`src/rtl/ppab_pkg.sv`:
```
// ----------------------------------------------------------------------------
// ppab_pkg
// Shared types and constants of the pixel point average buffer.
// ----------------------------------------------------------------------------
package ppab_pkg;

  localparam int unsigned COL_W    = 9;
  localparam int unsigned ROW_W    = 9;
  localparam int unsigned PIX_AW   = COL_W + ROW_W;
  localparam int unsigned SIZE_W   = 10;
  localparam int unsigned CNT_W    = 8;
  localparam int unsigned PT_W     = 32;
  localparam int unsigned CH_W     = 8;
  localparam int unsigned SUM_W    = 40;
  localparam int unsigned CSUM_W   = 16;
  localparam int unsigned LANES    = 6;
  localparam int unsigned STEP_W   = 6;
  localparam int unsigned DIV_STEPS = SUM_W;
  localparam logic [CNT_W-1:0] MAX_COUNT = 8'd255;

  localparam int unsigned IN_W  = 144;
  localparam int unsigned OUT_W = 136;

  typedef enum logic [1:0] {
    OP_SET  = 2'd0,
    OP_ADD  = 2'd1,
    OP_READ = 2'd2,
    OP_NONE = 2'd3
  } opcode_e;

  typedef enum logic [2:0] {
    ST_OK      = 3'd0,
    ST_RANGE   = 3'd1,
    ST_EMPTY   = 3'd2,
    ST_FULL    = 3'd3,
    ST_NOCOLOR = 3'd4
  } status_e;

  localparam logic [1:0] REG_WIDTH  = 2'd0;
  localparam logic [1:0] REG_HEIGHT = 2'd1;
  localparam logic [1:0] REG_COLOR  = 2'd2;

  // One memory word per pixel.
  typedef struct packed {
    logic [CSUM_W-1:0] csum_r;
    logic [CSUM_W-1:0] csum_g;
    logic [CSUM_W-1:0] csum_b;
    logic [SUM_W-1:0]  sum_z;
    logic [SUM_W-1:0]  sum_y;
    logic [SUM_W-1:0]  sum_x;
    logic [CNT_W-1:0]  cnt;
  } pix_t;

  typedef struct packed {
    logic busy;
    logic done;
  } div_stat_t;

endpackage

```
`src/rtl/ppab_div.sv`:
```
// ----------------------------------------------------------------------------
// ppab_div
// Six-lane restoring divider: signed 40-bit sums by an 8-bit count, one
// quotient bit per lane each cycle, truncated toward zero.
// ----------------------------------------------------------------------------
module ppab_div (
  input  logic                                    clk_i,
  input  logic                                    rst_ni,
  input  logic                                    start_i,
  input  logic [ppab_pkg::LANES-1:0][ppab_pkg::SUM_W-1:0] dividend_i,
  input  logic [ppab_pkg::CNT_W-1:0]              divisor_i,
  output ppab_pkg::div_stat_t                     stat_o,
  output logic [ppab_pkg::LANES-1:0][ppab_pkg::PT_W-1:0]  quot_o
);

  logic                         busy_q;
  logic                         done_q;
  logic [ppab_pkg::STEP_W-1:0]  step_q;
  logic [ppab_pkg::CNT_W-1:0]   div_q;
  logic [ppab_pkg::LANES-1:0]   neg_q;
  logic [ppab_pkg::LANES-1:0][ppab_pkg::SUM_W-1:0] mag_q;
  logic [ppab_pkg::LANES-1:0][ppab_pkg::CNT_W-1:0] rem_q;
  logic [ppab_pkg::LANES-1:0][ppab_pkg::SUM_W-1:0] mag_d;
  logic [ppab_pkg::LANES-1:0][ppab_pkg::CNT_W-1:0] rem_d;

  always_comb begin
    logic [ppab_pkg::CNT_W:0] trial;
    logic                     ge;
    for (int l = 0; l < ppab_pkg::LANES; l++) begin
      trial    = {rem_q[l], mag_q[l][ppab_pkg::SUM_W-1]};
      ge       = (trial >= {1'b0, div_q});
      rem_d[l] = ge ? ppab_pkg::CNT_W'(trial - {1'b0, div_q}) : trial[ppab_pkg::CNT_W-1:0];
      mag_d[l] = {mag_q[l][ppab_pkg::SUM_W-2:0], ge};
    end
  end

  always_ff @(posedge clk_i or negedge rst_ni) begin
    if (!rst_ni) begin
      busy_q <= 1'b0;
      done_q <= 1'b0;
      step_q <= '0;
    end else begin
      done_q <= 1'b0;
      if (start_i) begin
        busy_q <= 1'b1;
        step_q <= '0;
      end else if (busy_q) begin
        step_q <= step_q + 1'b1;
        if (step_q == ppab_pkg::STEP_W'(ppab_pkg::DIV_STEPS - 1)) begin
          busy_q <= 1'b0;
          done_q <= 1'b1;
        end
      end
    end
  end

  always_ff @(posedge clk_i) begin
    if (start_i) begin
      div_q <= divisor_i;
      for (int l = 0; l < ppab_pkg::LANES; l++) begin
        neg_q[l] <= dividend_i[l][ppab_pkg::SUM_W-1];
        mag_q[l] <= dividend_i[l][ppab_pkg::SUM_W-1] ? -dividend_i[l] : dividend_i[l];
        rem_q[l] <= '0;
      end
    end else if (busy_q) begin
      mag_q <= mag_d;
      rem_q <= rem_d;
    end
  end

  always_comb begin
    for (int l = 0; l < ppab_pkg::LANES; l++) begin
      quot_o[l] = neg_q[l] ? -mag_q[l][ppab_pkg::PT_W-1:0] : mag_q[l][ppab_pkg::PT_W-1:0];
    end
  end

  assign stat_o.busy = busy_q;
  assign stat_o.done = done_q;

endmodule

```
`config.mk`:
```
export PLATFORM = sky130hd
export DESIGN_NAME = ppab_div
export DESIGN_NICKNAME = d
export VERILOG_FILES = /design/src/rtl/ppab_pkg.sv /design/src/rtl/ppab_div.sv
export SDC_FILE = /design/constraint.sdc
export NUM_CORES = 1
export LEC_CHECK = 0
export ABC_AREA = 1
export BUFFER_PORTS_ARGS = -buffer_cell sky130_fd_sc_hd__buf_4
export CAP_MARGIN = 15
export CELL_PAD_IN_SITES_DETAIL_PLACEMENT = 1
export CELL_PAD_IN_SITES_GLOBAL_PLACEMENT = 2
export CORE_MARGIN = 4
export CORE_UTILIZATION = 32
export DETAILED_ROUTE_END_ITERATION = 10
export GPL_TIMING_DRIVEN = 1
export PLACE_DENSITY = 0.87
export SLEW_MARGIN = 20
export SYNTH_ARGS = -nofsm -noshare
export SYNTH_HDL_FRONTEND = slang
export SYNTH_SLANG_ARGS = --single-unit
```
`constraint.sdc`:
```
create_clock -name clk_i -period 7 [get_ports clk_i]
set_input_delay 0.7 -clock clk_i [delete_from_list [all_inputs] [get_ports clk_i]]
set_output_delay 0.7 -clock clk_i [all_outputs]
set_load 0.05 [all_outputs]
```
# --- Yosys cells after proc, flatten, opt, wreduce, memory -nomap -nowiden ---
# Index checks and enable logic that the tools add are counted.
op_classes:
  n_addsub: 19
  n_reduce_logical: 1
  eq_ne: 1
  magnitude_cmp: 6
  mux: 28
ops:
  columns: ["operator", "n"]
  rows:
  - ["$mux W240", 2]
  - ["$mux W40", 6]
  - ["$neg A40 Y40", 6]
  - ["$mux W32", 6]
  - ["$neg A32 Y32", 6]
  - ["$ge A9 B8 Y1", 6]
  - ["$mux W8", 6]
  - ["$sub A8 B8 Y8", 6]
  - ["$mux W6", 2]
  - ["$add A6 B1 Y6 const B", 1]
  - ["$eq A6 B6 Y1 const B", 1]
  - ["$mux W1", 6]
  - ["$reduce_bool A2 Y1", 1]
totals:
  output_inout_bits: 194
  ff_bits: 310
  word_cells: 72
  input_bits: 251

# --- Logic depth before layout (Yosys ltp) ---
# Gate-level depths: netlist of the first run.
logic_depth:
  depth_word: 4
  mapped_depth: 12
  mapped_depth_nobuf: 12

# --- Least setup slack after synthesis of the first run ---
# Ideal clock, no wire load.
synth_timing:
  path_type: "input -> register"
  from: "input start_i"
  to: "register mag_q, in the netlist mag_d[100] (enable)"
  setup_ps: 595
  required_ps: 6405
  cell_stages: 4
  path_buffers: 2
  setup_slack_ps: 630
  t_arrival_ps: 5776
  path_cell_list: "buf_2 nor2_1 buf_2 inv_1"
synth_via:
  elab_chain_len: 1
synth_rtl:
  columns: ["element", "line_no", "rtl"]
  rows:
  - ["start, declared", "ppab_div.sv:9", "input logic start_i,"]
  - ["$reduce_bool A2 Y1 (no line)", null, null]
  - ["end signal, assigned by index", "ppab_div.sv:62", "mag_q[l] <= dividend_i[l][ppab_pkg::SUM_W-1] ? -dividend_i[l] : dividend_i[l];"]
  - ["end signal, assigned", "ppab_div.sv:66", "mag_q <= mag_d;"]
  - ["end, declared", "ppab_div.sv:21", "logic [ppab_pkg::LANES-1:0][ppab_pkg::SUM_W-1:0] mag_q;"]
# Every way passes these cells.
# A chain may end at the register's enable or synchronous reset.

==> run_results.csv, run 1 <==
group,metric,value,unit
floorplan,start_util,32.5,%
global_route,grt_pass1_wl,163,mm
power_and_ir_drop,total_leakage_power,15.3,nW
routing,drtAntennaViolNets,0,
power_and_ir_drop,pwr-share-comb,45.9,%
yosys,yosysMostFrequentCell,"nand2_1",
yosys,synth-compound-area-share,9.43,%
layout,drive_gt1_share,14.7,%
power_and_ir_drop,ir_drop,0.180,mV
floorplan,die-area,0.0903,mm²
floorplan,design.core.area,0.0842,mm²
global_route,grt_use_met2,37.7,%
yosys,synthMuxAreaShare,0,%
sta,rsz0062_at_grt,"no",
floorplan,io_pins,445,
clock_tree,cts_root_buffer,"clkbuf_16",
yosys,synthSimpleGateAreaFrac,37.8,%
sta,tightestPinTransition,1.04,ns
outcome,status,"finished clean",
power_and_ir_drop,power_frac_clock,23.7,%
yosys,synthCells,4029,
yosys,synth_cell_types,56,
floorplan,rows,106,
yosys,synth_area,0.0274,mm²
sta,fin_skew,0.0136,ns
yosys,avgSynthCellArea,6.79,µm²
sta,holdWs,0.310,ns
yosys,yosys.area.top_type_share,27.9,%
clock_tree,cts_sinks,310,
routing,dr_total_vias,28100,
yosys,seq_area_frac_synth,32.1,%
global_route,grt.total_usage,22.5,%
setup_path,required,6.30,ns
routing,drc,0,
sta,fin_crit_sh,49.0,%
global_route,gr-usage-met3,4.08,%
layout,finalNetCount,4722,
yosys,synth_common_cells,"nand2_1, nor2_1, inv_1, nand3_1, o21ai_0",
yosys,synthArstFlopShare,2.58,%
sta,fin_setup_tns,0,ns
place,hpwlAfterDp,82.4,mm
setup_path,critPathArrivalTime,2.73,ns
clock_tree,clk_pin_slew_worst_paths,0.06,ns
yosys,synthFlopType,"edfxtp_1",
global_route,grt_max_degree,168,
place,gp_congestion,0.869,
clock_tree,clock_latency,0.57,ns
floorplan,die_h,300,µm
yosys,synth-edff-count,254,
power_and_ir_drop,pwr-share-seq,30.3,%
routing,wl,105,mm
place,port_buffers,444,
clock_tree,htree_levels,2,
yosys,yosysTopAreaCell,"edfxtp_1",
setup_path,worstSetupPathType,"flop to output pin",
sta,period_minus_slack,3.43,ns
global_route,met1_usage,30.0,%
floorplan,die_w,300,µm
setup_path,path_max_fanout,4,
global_route,antenna_found_initial,19,
power_and_ir_drop,power_density,267,mW/mm²
power_and_ir_drop,switching_power,3.90,mW
sta,max_freq,0.292,GHz
yosys,synthAdderAreaFrac,3.23,%
yosys,ys_warn_count,0,
global_route,grt_overflow,0,
sta,setup_viol,0,
yosys,ys_top_cells_by_area,"edfxtp_1, nand2_1, nand3_1",
sta,slew_violations,0,
setup_path,cp-start-kind,"flop",
yosys,ys_seq_elements,310,
job,maxCapViolCount,0,
clock_tree,cts_buffers,41,
sta,relSlewSlack,30.7,%
hold_path,min_path_type,"input pin to flop",
power_and_ir_drop,p_int,4.90,mW
sta,hold_violations,0,
clock_tree,clock_path_buffers,3,
clock_tree,cts-resized-gates,0,
routing,drt-initial-drc-count,1578,
global_route,grt_pass1_vias,28700,
routing,vias_per_cell,5.03,
yosys,synthXorXnorAreaFrac,9.35,%
yosys,synth_top_family_by_area,"simple AND/OR/NAND/NOR gates",
layout,area_delta_synth_final,20.5,%
global_route,top_usage_layer,"met2",
yosys,synth_fp_nets,4347,
routing,dr.pass1.iters,5,
setup_path,setup.worst_path.end_class,"output pin",
routing,wl_per_cell,18.7,µm
power_and_ir_drop,swShare,44.3,%
clock_tree,cts_tree,"done",
power by group through the flow:
stage	Sequential, mW	Combinational [mW]	Clock (mW)
2_1_floorplan	2.57	2.98	0
3_3_place_gp	2.70	3.99	0
3_5_place_dp	2.70	4.06	0
4_1_cts	2.67	4.08	2.16
5_1_grt	2.71	4.47	2.23
6_report	2.67	4.04	2.09
registers in the layout, summed over array words and instances, names as in the netlist:
name and count:
rem_q 48, step_q 6, mag_d 234, div_q 8, neg_q 6, done_q 1
mag_q 6, busy_q 1
logic make-up (layout without fill, tap and decap cells):
kind of cell | count (synthesis) | in the layout
AND/OR/NAND/NOR | 2352 | 2352
adder cells (fa/ha/maj) | 67 | 67
XOR/XNOR | 292 | 292
flip-flops | 310 | 310
other | 0 | 10
buffers and inverters | 555 | 962
AO/OA/AOI/OAI | 453 | 453
cell type report:
| type | count | area (µm²) |
|---|---|---|
| Multi-Input combinational cell | 3164 | 16400 |
| Fill cell | 10800 | 51200 |
| Clock buffer | 58 | 1180 |
| Timing Repair Buffer | 455 | 3430 |
| Tap cell | 1134 | 1420 |
| Antenna cell | 10 | 25.0 |
| Clock inverter | 17 | 110 |
| Inverter | 432 | 1640 |
| Sequential cell | 310 | 8790 |
per-layer routing:
layer  vias up  share of wire [%]
met1     13400                 45
li1      14000                  -
met2       546                 47
met3       120                5.5
met5         -               0.11
met4        16                2.1
critical path, cell delays in order (launching register included):
cell	delay [ns]
edfxtp_1	0.49
inv_1	0.16
ha_1	0.21
nand3_1	0.15
nor2_1	0.23
nand2_1	0.17
nor2_2	0.16
nand2_1	0.08
nand2_2	0.08
o21ai_0	0.11
nand2_1	0.08
nand2_1	0.05
buf_4	0.19
stage by stage:
stage	power (mW)	setup WS, ns	util [%]	area, µm²	cells
4_1_cts	8.91	3.51	39.1	33000	5570
3_5_place_dp	6.75	3.65	37.6	31600	5494
2_1_floorplan	5.55	0.630	-	27400	4029
6_report	8.80	3.57	39.2	33000	5580
5_1_grt	9.42	3.29	39.1	33000	5575
3_3_place_gp	6.69	3.70	37.6	31600	5494
cell usage in the layout (no fill, tap or decap), types with 7 or more instances in the layout:
cell and n:
nand3_2 11, inv_1 427, o21ai_2 18, a21o_1 7, nor2_1 490, o21ai_0 271, o22ai_1 9, nor2_2 30
xnor2_1 70, ha_1 61, nand2_1 1131, o21ai_1 33, clkinv_2 8, a21oi_1 54, a31oi_1 12, nand4_1 92
nor2_4 12, buf_4 452, o211ai_1 28, nand3_1 428, nor3_1 41, clkinv_1 7, edfxtp_1 254, diode_2 10
dfxtp_1 48, xor2_1 222, nand2_4 10, dfrtp_1 8, clkbuf_16 44, nand3b_1 44, nand2_2 28, clkbuf_1 11
what timing repair did:
action / CTS / global route
buffers inserted: 0 / 0
endpoints found under the hold margin: 8 / 0
endpoints found under the setup margin: 0 / 0
hold buffers: 1 / 0
path summary, 6_finish.rpt:
kind                              end  depth (start not counted)         start  slack [ns]
max reg2reg                 mag_d[81]                          7      div_q[1]        4.16
min in group asynchronous   step_q[2]                          2        rst_ni        0.49
max                        quot_o[86]                         12     mag_d[81]        3.57
min reg2reg                  rem_q[2]                          2      rem_q[2]        0.47
max in group asynchronous   step_q[1]                          2        rst_ni        6.38
min                          div_q[5]                          1  divisor_i[5]        0.31
Power figures use the tool's default switching activity.
==> run 2: changes to the inputs <==
Settings changed: ABC_AREA 1 to 0, CORE_UTILIZATION 32 to 34, PLACE_DENSITY 0.87 to 0.86.
Clock period 7 ns to 3.5 ns, I/O delays scaled along.
==> run 2 against run 1 <==
  * Die area is 20% lower
  * Critical path depth is 6 lower
  * Combinational power is 75% higher
  * Synthesized cell count is 37% lower
  * Hold slack worse by 0.16 ns
  * Sequential power is 100% higher
  * Global-route usage is 2.3 points lower
  * Power is 90% higher
  * Clock skew is 0.00051 ns higher
  * Routed wire length is 26% lower
==> run_results.csv, run 2 <==
group,metric,value,unit
floorplan,design.core.area,0.0673,mm²
setup_path,worstSetupPathType,"flop to output pin",
routing,dr.pass1.iters,5,
setup_path,path_cells,"or4_4 > or4_4 > or4_4 > o31ai_4 > xnor2_1 > buf_4",
place,gp_congestion,0.856,
yosys,synth-edff-count,254,
setup_path,rr_worst_depth,8,
place,hpwlAfterDp,57.0,mm
global_route,grt_pass1_wl,119,mm
yosys,avgSynthCellArea,9.06,µm²
routing,drt-initial-drc-count,1049,
clock_tree,clock_path_buffers,3,
job,maxCapViolCount,0,
yosys,ys_warn_count,0,
routing,drtAntennaViolNets,0,
outcome,status,"finished clean",
sta,period_minus_slack,3.47,ns
floorplan,die_h,269,µm
layout,finalNetCount,3312,
global_route,grt_pass1_vias,22200,
setup_path,path_max_fanout,5,
clock_tree,cts_sinks,310,
layout,drive_gt1_share,23.1,%
hold_path,min_path_type,"input pin to flop",
floorplan,die-area,0.0723,mm²
yosys,ys_seq_elements,310,
routing,wl,77.1,mm
sta,tightestPinTransition,1.12,ns
place,dpl_cell_area,0.0274,mm²
clock_tree,htree_levels,2,
yosys,yosysMostFrequentCell,"nor2_1",
yosys,synthFlopType,"edfxtp_1",
global_route,antenna_found_initial,1,
yosys,ys_top_cells_by_area,"edfxtp_1, xor2_1, xnor2_1",
clock_tree,cts_tree,"done",
setup_path,worstSetupStartpoint,"mag_d[178]",
sta,rsz0062_at_grt,"yes",
routing,wl_per_cell,19.8,µm
sta,relSlewSlack,25.4,%
routing,drc,0,
power_and_ir_drop,ir_drop,0.291,mV
clock_tree,clk_pin_slew_worst_paths,0.06,ns
setup_path,max_stage_delay,0.59,ns
floorplan,die_w,269,µm
setup_path,rr_endpoint,"rem_q[40]",
layout,nFillCells,7740,
setup_path,cp.depth,6,
yosys,yosysTopAreaCell,"edfxtp_1",
setup_path,r2r_slack,0.57,ns
layout,final_common_cell,"buf_4",
setup_path,critPathArrivalTime,3.12,ns
setup_path,cp-start-kind,"flop",
power_and_ir_drop,power_density,567,mW/mm²
yosys,synth_common_cells,"nor2_1, edfxtp_1, a21oi_1",
global_route,grt_overflow,0,
setup_path,cp.buffers_inverters,1,
yosys,synthArstFlopShare,2.58,%
layout,area_delta_synth_final,27.7,%
place,port_buffers,444,
setup_path,r2r-start,"div_q[1]",
sta,fin_skew,0.0141,ns
yosys,synth_area,0.0231,mm²
power_and_ir_drop,total_leakage_power,11.3,nW
sta,max_freq,0.288,GHz
routing,dr_total_vias,21300,
clock_tree,cts_buffers,42,
sta,fin_crit_sh,99.3,%
place,place_inst,3774,
setup_path,cpMostUsedCell,"or4_4",
layout,final_cells,3902,
floorplan,rows,95,
setup_path,crit_end,"quot_o[158]",
yosys,yosys.area.top_type_share,33.0,%
setup_path,setup.worst_path.end_class,"output pin",
floorplan,start_util,34.4,%
global_route,grt_max_degree,140,
layout,final_area,0.0295,mm²
layout,final_cell_mix,"buf_4, nor2_1, edfxtp_1",
sta,setup_viol,0,
yosys,synth_fp_nets,2872,
floorplan,io_pins,445,
yosys,synth_cell_types,78,
setup_path,path_delay_family,"simple AND/OR/NAND/NOR gates",
sta,hold_violations,0,
setup_path,slowest_stage,"or4_4",
routing,vias_per_cell,5.46,
yosys,synthCells,2554,
global_route,grt.total_usage,20.2,%
clock_tree,cts_root_buffer,"clkbuf_16",
yosys,seq_area_frac_synth,38.0,%
layout,largest_reg_flops,234,
clock_tree,clock_latency,0.56,ns
sta,slew_violations,0,
setup_path,required,3.15,ns
[run 2: cell count changes after synthesis, moves of 102 or more]
cell | previous run | this run
nand2_1 | 1131 | 161
nand3_1 | 428 | 34
inv_1 | 428 | 57
a21oi_1 | 54 | 251
nor2_1 | 492 | 300
xnor2_1 | 70 | 212
o31ai_1 | 6 | 121
o21ai_0 | 271 | 169
[run 2: what timing repair did]
action | 4_1_cts | 5_1_grt
hold buffers | 9 | 0
pin swaps | 5 | 11
setup endpoints to repair | 34 | 40
setup buffers | 19 | 19
resized for setup | 38 | 30
endpoints found under the hold margin | 16 | 0
[run 2: worst min path at each step]
stage | endpoint | startpoint | cells after the start | slack (ns)
finish | mag_d[81] | dividend_i[80] | 3 | 0.15
floorplan | busy_q | rst_ni | 0 | 0.05
global route | mag_d[81] | dividend_i[80] | 3 | 0.15
detailed placement | done_q | rst_ni | 1 | 0.17
global placement | done_q | rst_ni | 1 | 0.17
CTS | mag_d[201] | dividend_i[200] | 3 | 0.12
[run 2: logic make-up after synthesis]
logic type | Yosys count | synth area share [%]
adder cells (fa/ha/maj) | 67 | 3.82
AND/OR/NAND/NOR | 808 | 17.6
multiplexers | 50 | 2.21
AO/OA/AOI/OAI | 704 | 18.9
XOR/XNOR | 433 | 16.4
buffers and inverters | 182 | 3.09
flip-flops | 310 | 38.0
[run 2: report_power, final]
part	internal [mW]	total [mW]	switching [mW]	leakage (nW)
Combinational	2.73	7.09	4.36	7.56
Sequential	4.70	5.36	0.662	3.09
Clock	2.59	4.31	1.72	0.693
[run 2: area by class of cell]
class	count	area, µm²	share of cell area [%]
multi-input combinational	2062	14000	47.4
sequential	310	8790	29.8
timing repair buffer	519	4030	13.6
clock buffer	58	1260	4.26
tap	873	1090	3.70
inverter	59	225	0.762
clock inverter	19	128	0.432
antenna	2	5.00	0.0169
[run 2: tightest hold or removal path, stage by stage]
cell and delay [ns]:
buf_4 0.10, nand2_1 0.06, o21ai_0 0.08
[run 2: metrics by stage]
stage          utilization [%]  TNS (ns)  hold WS (ns)  setup WS, ns  power, mW
6_report                  43.9         0         0.150        0.0255       16.8
5_1_grt                   43.9    -0.693         0.151       -0.0851       17.7
4_1_cts                   43.4   -0.0742         0.125       -0.0382       16.9
3_5_place_dp              40.7         0         0.175         0.292       12.4
3_3_place_gp              40.7         0         0.172         0.382       12.2
2_1_floorplan                -   -310.56        0.0544         -1.29       10.2
[run 2: per-layer routing]
| layer | routed length, µm | track usage [%] | share of wire [%] |
|---|---|---|---|
| met5 | 0 | 0 | 0 |
| met4 | 2840 | 7.77 | 3.7 |
| met3 | 2530 | 2.21 | 3.3 |
| met2 | 40300 | 37.2 | 52 |
| met1 | 31500 | 24.1 | 41 |
==> run 3: changes to the inputs <==
Settings changed: CORE_UTILIZATION 34 to 35, CTS_BUF_LIST set to sky130_fd_sc_hd__clkbuf_4 sky130_fd_sc_hd__clkbuf_8, PLACE_DENSITY 0.86 to 0.88.
==> run 3 against run 2 <==
  * Clock power down 10%
  * Clock skew up 0.013 ns
  * The run now ends with setup timing left
  * Setup slack lost 0.14 ns
  * Sequential power about the same
  * Global-route usage is 1.1 points higher
  * Hold slack worse by 0.064 ns
  * Sequential share of layout area down 0.59 points
  * Critical path depth is 1 higher
==> run_results.csv, run 3 (synthesis results as in run 2) <==
group,metric,value,unit
outcome,status,"complete, but fails checks",
outcome,failed_checks,"setup timing",
sta,setup_viol,11,
layout,area_delta_synth_final,30.3,%
routing,wl_per_cell,20.2,µm
layout,drive_gt1_share,26.6,%
place,port_buffers,444,
global_route,grt.total_usage,21.3,%
job,maxCapViolCount,0,
setup_path,rr_worst_depth,9,
sta,fin_crit_sh,103,%
floorplan,die_w,265,µm
global_route,grt_max_degree,130,
floorplan,die-area,0.0703,mm²
layout,nFillCells,7477,
routing,drt-initial-drc-count,1089,
clock_tree,clk_pin_slew_worst_paths,0.06,ns
sta,relSlewSlack,16.9,%
place,gp_congestion,0.865,
layout,final_common_cell,"buf_4",
power_and_ir_drop,power_density,548,mW/mm²
setup_path,slowest_stage,"or4_4",
setup_path,path_max_fanout,4,
routing,dr.pass1.iters,6,
setup_path,cp-start-kind,"flop",
sta,tightestPinTransition,1.25,ns
floorplan,rows,93,
sta,hold_violations,0,
layout,largest_reg_flops,234,
power_and_ir_drop,power,16.5,mW
floorplan,design.core.area,0.0649,mm²
clock_tree,cts_root_buffer,"clkbuf_8",
setup_path,worstSetupStartpoint,"mag_d[98]",
power_and_ir_drop,ir_drop,0.301,mV
power_and_ir_drop,pwr-share-comb,44.0,%
power_and_ir_drop,p_int,9.61,mW
hold_path,whs_path_depth,3,
sta,fin_skew,0.0268,ns
clock_tree,cts_sinks,310,
setup_path,worstSetupPathType,"flop to output pin",
setup_path,cpMostUsedCell,"or4_4",
place,hpwlAfterDp,57.3,mm
sta,timing.final.ws_setup,-0.119,ns
setup_path,critPathArrivalTime,3.27,ns
clock_tree,cts_buffers,66,
global_route,grt_use_met2,39.2,%
floorplan,io_pins,445,
sta,slew_violations,0,
global_route,antenna_found_initial,4,
setup_path,max_stage_delay,0.61,ns
routing,drtAntennaViolNets,0,
sta,fin_setup_tns,-0.608,ns
setup_path,crit_end,"quot_o[95]",
power_and_ir_drop,pwr-share-seq,32.6,%
routing,vias_per_cell,5.47,
power_and_ir_drop,switching_power,6.91,mW
power_and_ir_drop,power_frac_clock,23.5,%
sta,period_minus_slack,3.62,ns
global_route,grt_pass1_vias,22800,
global_route,top_usage_layer,"met2",
setup_path,r2r_slack,0.53,ns
layout,final_cell_mix,"buf_4, nor2_1, edfxtp_1",
layout,finalNetCount,3388,
place,dp_slack,0.316,ns
setup_path,rr_endpoint,"rem_q[23]",
global_route,grt_pass1_wl,124,mm
sta,rsz0062_at_grt,"yes",
layout,final_util,46.4,%
global_route,gr-usage-met3,3.02,%
setup_path,required,3.15,ns
routing,drc,0,
power_and_ir_drop,total_leakage_power,11.7,nW
routing,wl,80.3,mm
setup_path,path_cells,"or4_4 > or4_4 > nor4_4 > nand2_2 > o41ai_4 > xnor2_1 > buf_4",
setup_path,r2r-start,"div_q[3]",
routing,dr_total_vias,21800,
floorplan,start_util,35.6,%
power_and_ir_drop,swShare,41.8,%
setup_path,setup.worst_path.end_class,"output pin",
clock_tree,cts_tree,"done",
sta,max_freq,0.276,GHz
global_route,met1_usage,25.2,%
global_route,grt_overflow,0,
hold_path,min_path_type,"input pin to flop",
floorplan,die_h,265,µm
clock_tree,htree_levels,3,
clock_tree,clock_path_buffers,3,
clock_tree,clock_latency,0.63,ns
-- run 3: changes by cell type in the layout (fill, tap and decap cells not counted), sizes merged --
cell	change
clkbuf	+35
bufinv	-1
diode	+3
clkinv	+4
clkinvlp	+4
buf	+52
inv	-1
-- run 3: worst min-delay path by stage --
| stage | start | to | slack [ns] |
|---|---|---|---|
| 2_1_floorplan | rst_ni | busy_q | 0.05 |
| 3_3_place_gp | rst_ni | done_q | 0.17 |
| 3_5_place_dp | rst_ni | done_q | 0.18 |
| 4_1_cts | dividend_i[200] | mag_d[201] | 0.02 |
| 5_1_grt | dividend_i[200] | mag_d[201] | 0.07 |
| 6_report | dividend_i[200] | mag_d[201] | 0.09 |
-- run 3: area by class of cell --
type	count	area (µm²)	share of cell area, %
flip-flops and latches	310	8790	29.2
repair buffers	571	4420	14.7
clock buffers	93	1130	3.75
clock inverters	25	128	0.423
inverters	59	225	0.747
diodes	5	12.5	0.0415
multi-input cells	2062	14400	47.6
well taps	855	1070	3.55
-- run 3: power groups by stage --
stage / clock network, mW / registers (mW) / logic, mW
after global placement: 0 / 5.37 / 6.79
after detailed placement: 0 / 5.42 / 6.97
after global routing: 4.17 / 5.47 / 7.83
final: 3.88 / 5.38 / 7.27
after floorplan: 0 / 5.18 / 4.99
after CTS: 4.04 / 5.36 / 7.10
-- run 3: timing repair --
action                                  CTS  global route
gates resized for setup                  58            79
pin swaps                                17            29
endpoints found under the hold margin    16             0
hold buffers                              9             0
endpoints found under the setup margin   49            60
buffers inserted                         30            57
-- run 3: through the flow --
stage / hold slack (ns) / instances / instance area [µm²]
4_1_cts: 0.0178 / 3917 / 29300
3_5_place_dp: 0.175 / 3760 / 27400
3_3_place_gp: 0.172 / 3760 / 27400
6_report: 0.0863 / 3980 / 30100
2_1_floorplan: 0.0544 / 2554 / 23200
5_1_grt: 0.0656 / 3979 / 30100
-- run 3: critical path: cells and delay by family, from the launching register on --
kind | cells | cell delay (ns)
buffers and inverters | 1 | 0.23
AO/OA/AOI/OAI | 1 | 0.36
XOR/XNOR | 1 | 0.18
AND/OR/NAND/NOR | 4 | 1.48
flip-flops | 1 | 0.41
-- run 3: routing by layer --
| layer | vias to the layer above | wire length (µm) |
|---|---|---|
| met5 | - | 0 |
| met4 | 0 | 2580 |
| met3 | 158 | 3280 |
| met2 | 457 | 42000 |
| met1 | 10700 | 32400 |
| li1 | 10400 | - |
